<file path="src/rtl/lrt_pkg.sv">
// Shared types, constants and lookup tables of the logistic regression trainer.
package lrt_pkg;

    localparam int NFEAT_MAX = 8;
    localparam int FEAT_W    = 32;
    localparam int IDX_W     = 3;
    localparam int ACC_W     = 56;
    localparam int LR_W      = 31;
    localparam int LIM_W     = 16;
    localparam int DCNT_W    = 6;

    localparam logic [LR_W-1:0]  LR_RESET  = 31'd6554;
    localparam logic [LIM_W-1:0] LIM_RESET = 16'd10;
    localparam logic [19:0]      LN2_Q16   = 20'd45426;

    localparam logic CFG_LR    = 1'b0;
    localparam logic CFG_LIMIT = 1'b1;

    typedef logic [NFEAT_MAX-1:0][FEAT_W-1:0] t_vec;

    typedef enum logic [3:0] {
        S_IDLE, S_DOT_MUL, S_DOT_ACC, S_SIG, S_LOG, S_COST, S_GRAD_MUL, S_GRAD_ACC,
        S_DIV_GO, S_DIV_WAIT, S_UPD_MUL, S_UPD_ACC, S_MEAN_GO, S_MEAN_WAIT, S_LOAD
    } t_state;

    typedef enum logic [3:0] {
        OP_NONE, OP_CAPTURE, OP_DOT_MUL, OP_DOT_ACC, OP_SIG, OP_LOG, OP_COST,
        OP_GRAD_MUL, OP_GRAD_ACC, OP_DIV_GO, OP_DIV_WAIT, OP_UPD_MUL, OP_UPD_ACC,
        OP_MEAN_GO, OP_MEAN_WAIT, OP_LOAD
    } t_op;

    typedef struct packed {
        t_op  op;
        logic k_clr;
        logic k_inc;
    } t_cmd;

    typedef struct packed {
        logic frozen;
        logic k_last;
        logic epoch_end;
        logic div_done;
        logic out_free;
    } t_stat;

    function automatic logic [15:0] sig_val(input logic [4:0] i);
        logic [15:0] v;
        case (i)
            5'd0:  v = 16'd32768;
            5'd1:  v = 16'd40793;
            5'd2:  v = 16'd47911;
            5'd3:  v = 16'd53581;
            5'd4:  v = 16'd57724;
            5'd5:  v = 16'd60565;
            5'd6:  v = 16'd62428;
            5'd7:  v = 16'd63615;
            5'd8:  v = 16'd64357;
            5'd9:  v = 16'd64816;
            5'd10: v = 16'd65097;
            5'd11: v = 16'd65269;
            5'd12: v = 16'd65374;
            5'd13: v = 16'd65438;
            5'd14: v = 16'd65476;
            5'd15: v = 16'd65500;
            default: v = 16'd65514;
        endcase
        return v;
    endfunction

    function automatic logic [15:0] ln_val(input logic [4:0] i);
        logic [15:0] v;
        case (i)
            5'd0:  v = 16'd0;
            5'd1:  v = 16'd3973;
            5'd2:  v = 16'd7719;
            5'd3:  v = 16'd11262;
            5'd4:  v = 16'd14624;
            5'd5:  v = 16'd17821;
            5'd6:  v = 16'd20870;
            5'd7:  v = 16'd23783;
            5'd8:  v = 16'd26573;
            5'd9:  v = 16'd29248;
            5'd10: v = 16'd31818;
            5'd11: v = 16'd34292;
            5'd12: v = 16'd36675;
            5'd13: v = 16'd38975;
            5'd14: v = 16'd41196;
            5'd15: v = 16'd43345;
            default: v = 16'd45426;
        endcase
        return v;
    endfunction

endpackage

</file>
<file path="src/rtl/lrt_ctrl.sv">
// Controller: sequences one sample and the end-of-epoch weight update.
module lrt_ctrl (
    input  logic           i_clk,
    input  logic           i_rst_n,
    input  logic           i_in_valid,
    input  lrt_pkg::t_stat i_stat,
    output logic           o_in_ready,
    output lrt_pkg::t_cmd  o_cmd
);
    import lrt_pkg::*;

    t_state r_state;
    t_state n_state;

    always_ff @(posedge i_clk) begin
        if (!i_rst_n)
            r_state <= S_IDLE;
        else
            r_state <= n_state;
    end

    always_comb begin
        n_state = r_state;
        case (r_state)
            S_IDLE: begin
                if (i_in_valid && !i_stat.frozen)
                    n_state = S_DOT_MUL;
            end
            S_DOT_MUL:  n_state = S_DOT_ACC;
            S_DOT_ACC:  n_state = i_stat.k_last ? S_SIG : S_DOT_MUL;
            S_SIG:      n_state = S_LOG;
            S_LOG:      n_state = S_COST;
            S_COST:     n_state = S_GRAD_MUL;
            S_GRAD_MUL: n_state = S_GRAD_ACC;
            S_GRAD_ACC: begin
                if (!i_stat.k_last)
                    n_state = S_GRAD_MUL;
                else
                    n_state = i_stat.epoch_end ? S_DIV_GO : S_IDLE;
            end
            S_DIV_GO:   n_state = S_DIV_WAIT;
            S_DIV_WAIT: begin
                if (i_stat.div_done)
                    n_state = S_UPD_MUL;
            end
            S_UPD_MUL:  n_state = S_UPD_ACC;
            S_UPD_ACC:  n_state = i_stat.k_last ? S_MEAN_GO : S_DIV_GO;
            S_MEAN_GO:  n_state = S_MEAN_WAIT;
            S_MEAN_WAIT: begin
                if (i_stat.div_done)
                    n_state = S_LOAD;
            end
            S_LOAD: begin
                if (i_stat.out_free)
                    n_state = S_IDLE;
            end
            default:    n_state = S_IDLE;
        endcase
    end

    always_comb begin
        o_in_ready  = 1'b0;
        o_cmd.op    = OP_NONE;
        o_cmd.k_clr = 1'b0;
        o_cmd.k_inc = 1'b0;
        case (r_state)
            S_IDLE: begin
                o_in_ready = 1'b1;
                if (i_in_valid && !i_stat.frozen) begin
                    o_cmd.op    = OP_CAPTURE;
                    o_cmd.k_clr = 1'b1;
                end
            end
            S_DOT_MUL:  o_cmd.op = OP_DOT_MUL;
            S_DOT_ACC: begin
                o_cmd.op    = OP_DOT_ACC;
                o_cmd.k_inc = !i_stat.k_last;
                o_cmd.k_clr = i_stat.k_last;
            end
            S_SIG:      o_cmd.op = OP_SIG;
            S_LOG:      o_cmd.op = OP_LOG;
            S_COST:     o_cmd.op = OP_COST;
            S_GRAD_MUL: o_cmd.op = OP_GRAD_MUL;
            S_GRAD_ACC: begin
                o_cmd.op    = OP_GRAD_ACC;
                o_cmd.k_inc = !i_stat.k_last;
                o_cmd.k_clr = i_stat.k_last;
            end
            S_DIV_GO:   o_cmd.op = OP_DIV_GO;
            S_DIV_WAIT: o_cmd.op = OP_DIV_WAIT;
            S_UPD_MUL:  o_cmd.op = OP_UPD_MUL;
            S_UPD_ACC: begin
                o_cmd.op    = OP_UPD_ACC;
                o_cmd.k_inc = !i_stat.k_last;
                o_cmd.k_clr = i_stat.k_last;
            end
            S_MEAN_GO:   o_cmd.op = OP_MEAN_GO;
            S_MEAN_WAIT: o_cmd.op = OP_MEAN_WAIT;
            S_LOAD: begin
                if (i_stat.out_free)
                    o_cmd.op = OP_LOAD;
            end
            default: ;
        endcase
    end

endmodule

</file>
<file path="config.mk">
export PLATFORM = sky130hd
export DESIGN_NAME = lrt_ctrl
export DESIGN_NICKNAME = d
export VERILOG_FILES = /design/src/rtl/lrt_pkg.sv /design/src/rtl/lrt_ctrl.sv
export SDC_FILE = /design/constraint.sdc
export NUM_CORES = 1
export LEC_CHECK = 0
export ABC_AREA = 1
export BUFFER_PORTS_ARGS = -buffer_cell sky130_fd_sc_hd__clkbuf_2
export CAP_MARGIN = 40
export CELL_PAD_IN_SITES_DETAIL_PLACEMENT = 1
export CELL_PAD_IN_SITES_GLOBAL_PLACEMENT = 1
export CORE_MARGIN = 3
export CORE_UTILIZATION = 29
export CTS_CLUSTER_DIAMETER = 40
export DETAILED_ROUTE_END_ITERATION = 7
export PLACE_DENSITY = 0.84
export SETUP_SLACK_MARGIN = 0.5
export SLEW_MARGIN = 20
export SYNTH_ARGS = -nofsm -noshare
export SYNTH_HDL_FRONTEND = slang
export SYNTH_SLANG_ARGS = --single-unit
export TNS_END_PERCENT = 10
</file>
<file path="constraint.sdc">
create_clock -name i_clk -period 1.4 [get_ports i_clk]
set_input_delay 0.07 -clock i_clk [delete_from_list [all_inputs] [get_ports i_clk]]
set_output_delay 0.07 -clock i_clk [all_outputs]
set_load 0.01 [all_outputs]
</file>
==> flow_metrics.py <==
metrics = {
    "run_status": {
        "status": "finished with violations",
        "violations": "setup timing",
    },
    "final_layout": {
        "largestRegisters": "r_state: 4 flops",
        "largest_reg_flops": 4,
        "multiInputGateArea_um2": 382,
        "post-route-util_pct": 56.6,
        "nets": 123,
        "seq_area_um2": 95.1,
        "n_antenna_cell": 0,
        "syn_to_final_growth_pct": 73.6,
        "layout-drive-gt1-share_pct": 53.5,
        "largest-register": "r_state",
        "finish.instance_area_um2": 773,
        "fill_cells": 199,
    },
    "place": {
        "port_buffers": 14,
        "placed_cell_area_um2": 587,
        "hpwl_mm": 1.24,
        "place_congestion": 0.835,
    },
    "synth": {
        "synth-simple-area-share_pct": 48.9,
        "synth_flop_cell": "dfxtp_1",
        "netlist_instances": 86,
        "synth.area.mux_share_pct": 0,
        "synth_seq_area_share_pct": 18.0,
        "synth_xor_area_share_pct": 0,
        "synth_top_area_share_pct": 18.0,
        "async_flop_share_pct": 0,
        "synth_area_leaders": "dfxtp_1 18%, nand2_1 18%, inv_1 15%, nand3_1 12%, nor2_1 9.3%",
        "synth_common_cells": "21 x nand2_1, 18 x inv_1, 11 x nand3_1, 11 x nor2_1",
        "synth_top_family_by_area": "simple AND/OR/NAND/NOR gates",
        "ys_warn_count": 0,
        "yosysMostFrequentCell": "nand2_1",
        "synth_fp_nets": 94,
        "ys_ff_latch": 4,
        "synth_edf_count": 0,
        "synth.avg_cell_area_um2": 5.18,
        "netlist_area_um2": 445,
        "synthAdderAreaFrac_pct": 0,
        "synth_cell_types": 17,
        "yosysTopAreaCell": "dfxtp_1",
        "synth_compound_area_share_pct": 15.4,
    },
    "sta": {
        "fin_crit_ps": 1450,
        "finalHoldViolCount": 0,
        "holdWs_ps": 69.3,
        "relSlewSlack_pct": 85.9,
        "skew_ps": 6.59,
        "fin_tns_setup_ps": -165,
        "max_freq_ghz": 0.690,
        "setup_slack_ps": -49.3,
        "rsz0062_at_grt": "yes",
        "timing.final.crit_share_pct": 104,
        "finalSetupViolations": 5,
        "worst_slew_pin_slew_ps": 211,
        "drv_slew": 0,
    },
    "clock_tree": {
        "clock_path_buffers": 2,
        "clock_latency_ps": 240,
        "cts_buffers": 3,
        "ctsHtreeMaxLevel": 1,
        "cts_root_buf": "clkbuf_4",
        "cts.sinks": 4,
        "cts_tree": "done",
        "clk_pin_slew_ps": 40,
    },
    "setup_path": {
        "cp_max_fo": 5,
        "cp_slowest_cell": "dfxtp_4",
        "worst_ep_arrival_time_ps": 1380,
        "crit_family": "flip-flops",
        "critical_path_class": "flop to primary output",
        "cp.buffers_inverters": 3,
        "crit_path_max_incr_delay_ps": 390,
        "worstPathRequired_ps": 1330,
        "reg2regPathDepth": 11,
        "path_cells": "buf_6 > nor2_4 > inv_2 > nor2_4 > nor3b_2 > o211ai_1 > clkbuf_2",
        "worst-path-stages": 7,
        "r2r_slack_ps": 10,
        "worstReg2RegStart": "r_state[2]",
        "cp-startpoint": "r_state[2]",
        "cpMostUsedCell": "nor2_4",
        "cp-start-kind": "flop",
        "r2r-end": "r_state[3]",
        "crit_end": "o_cmd[5]",
        "worst_setup_path_end_kind": "primary output",
    },
    "global_route": {
        "first_global_vias": 673,
        "grtUsageTotal_pct": 21.8,
        "antenna_found_initial": 0,
        "grt_max_degree": 6,
        "grt_overflow": 0,
        "grt_pass1_wl_mm": 3.16,
    },
    "drt": {
        "viasPerCell": 5.02,
        "routed_wl_mm": 1.85,
        "drt-initial-drc-count": 10,
        "dr_total_vias": 647,
        "dr.pass1.iters": 4,
        "wl_per_cell_um": 14.4,
        "ant_nets": 0,
        "drc_errors": 0,
    },
    "power_and_ir_drop": {
        "p_per_area_nw_per_um2": 666,
        "p_leak_uw": 0.000419,
        "peakVddDrop_v": 0.000578,
        "power_uw": 515,
    },
    "floorplanning": {
        "fp-row-count": 13,
        "die_w_um": 45.2,
        "core_area_um2": 1370,
        "dieArea_um2": 2040,
        "dieHeight_um": 45.2,
        "initial_core_util_pct": 32.6,
        "io-pin-count": 15,
    },
    "flow_run": {
        "maxCapViolCount": 0,
    },
    "worst_hold_path": {
        "worstHoldPathType": "input port to flop",
    },
}
-- cells in the final DEF, fill, tap and decap left out, drive strengths merged --
cell    instances
inv            21
nor3b           1
o21ai           4
buf            12
a31oi           1
nor2           13
dfxtp           4
nor3            1
clkbuf         16
nand2          23
o211ai          2
a21oi           4
nand3          11
o31ai           1
-- per-layer routing --
layer | global-route usage (%) | routed length (um) | vias to the layer above
met3 | 3.59 | 56 | 4
met4 | 7.60 | 31 | 0
met1 | 24.8 | 792 | 298
met5 | 0 | 0 | -
li1 | - | - | 330
met2 | 40.1 | 974 | 15
-- worst min path at each step --
| stage | from | to | slack (ps) | cells past startpoint |
|---|---|---|---|---|
| after CTS | i_rst_n | r_state[3] | 60 | 3 |
| after detailed placement | i_rst_n | r_state[3] | 320 | 3 |
| after global routing | i_rst_n | r_state[3] | 80 | 3 |
| after global placement | i_rst_n | r_state[3] | 310 | 3 |
| after floorplan | i_rst_n | r_state[3] | 180 | 2 |
| final | i_rst_n | r_state[3] | 70 | 3 |
-- per-stage QoR --
step,setup WS [ps],std cells
CTS,-36.0,129
global placement,159,115
detailed placement,125,115
global route,-150,129
finish,-49.3,129
floorplan,367,86
-- tightest hold or removal path: stages --
cell and delay [ps]:
clkbuf_2 100, nand2_1 70, nor2_1 30
-- cell type report --
type                    count  area share (%)
clock buffers               4            3.40
inverters                  21            11.2
multi-input cells          61            49.4
flip-flops and latches      4            12.3
well taps                  15            2.43
repair buffers             24            21.4
-- kinds of logic (layout without fill, tap and decap cells) --
group	count (synthesis)	in the layout
flip-flops	4	4
buffers and inverters	21	49
AO/OA/AOI/OAI	12	12
AND/OR/NAND/NOR	49	49
-- where the power goes --
part / switching [uW] / total (uW) / internal, uW
logic: 131 / 215 / 84.0
registers: 19.2 / 142 / 123
clock network: 50.6 / 158 / 107
total: 201 / 515 / 314
-- what timing repair did --
action	4_1_cts	5_1_grt
hold buffers	0	0
buffers inserted	10	0
pin swaps	14	3
gates resized for setup	19	7
endpoints found under the setup margin	11	11
Power figures use the tool's default switching activity.
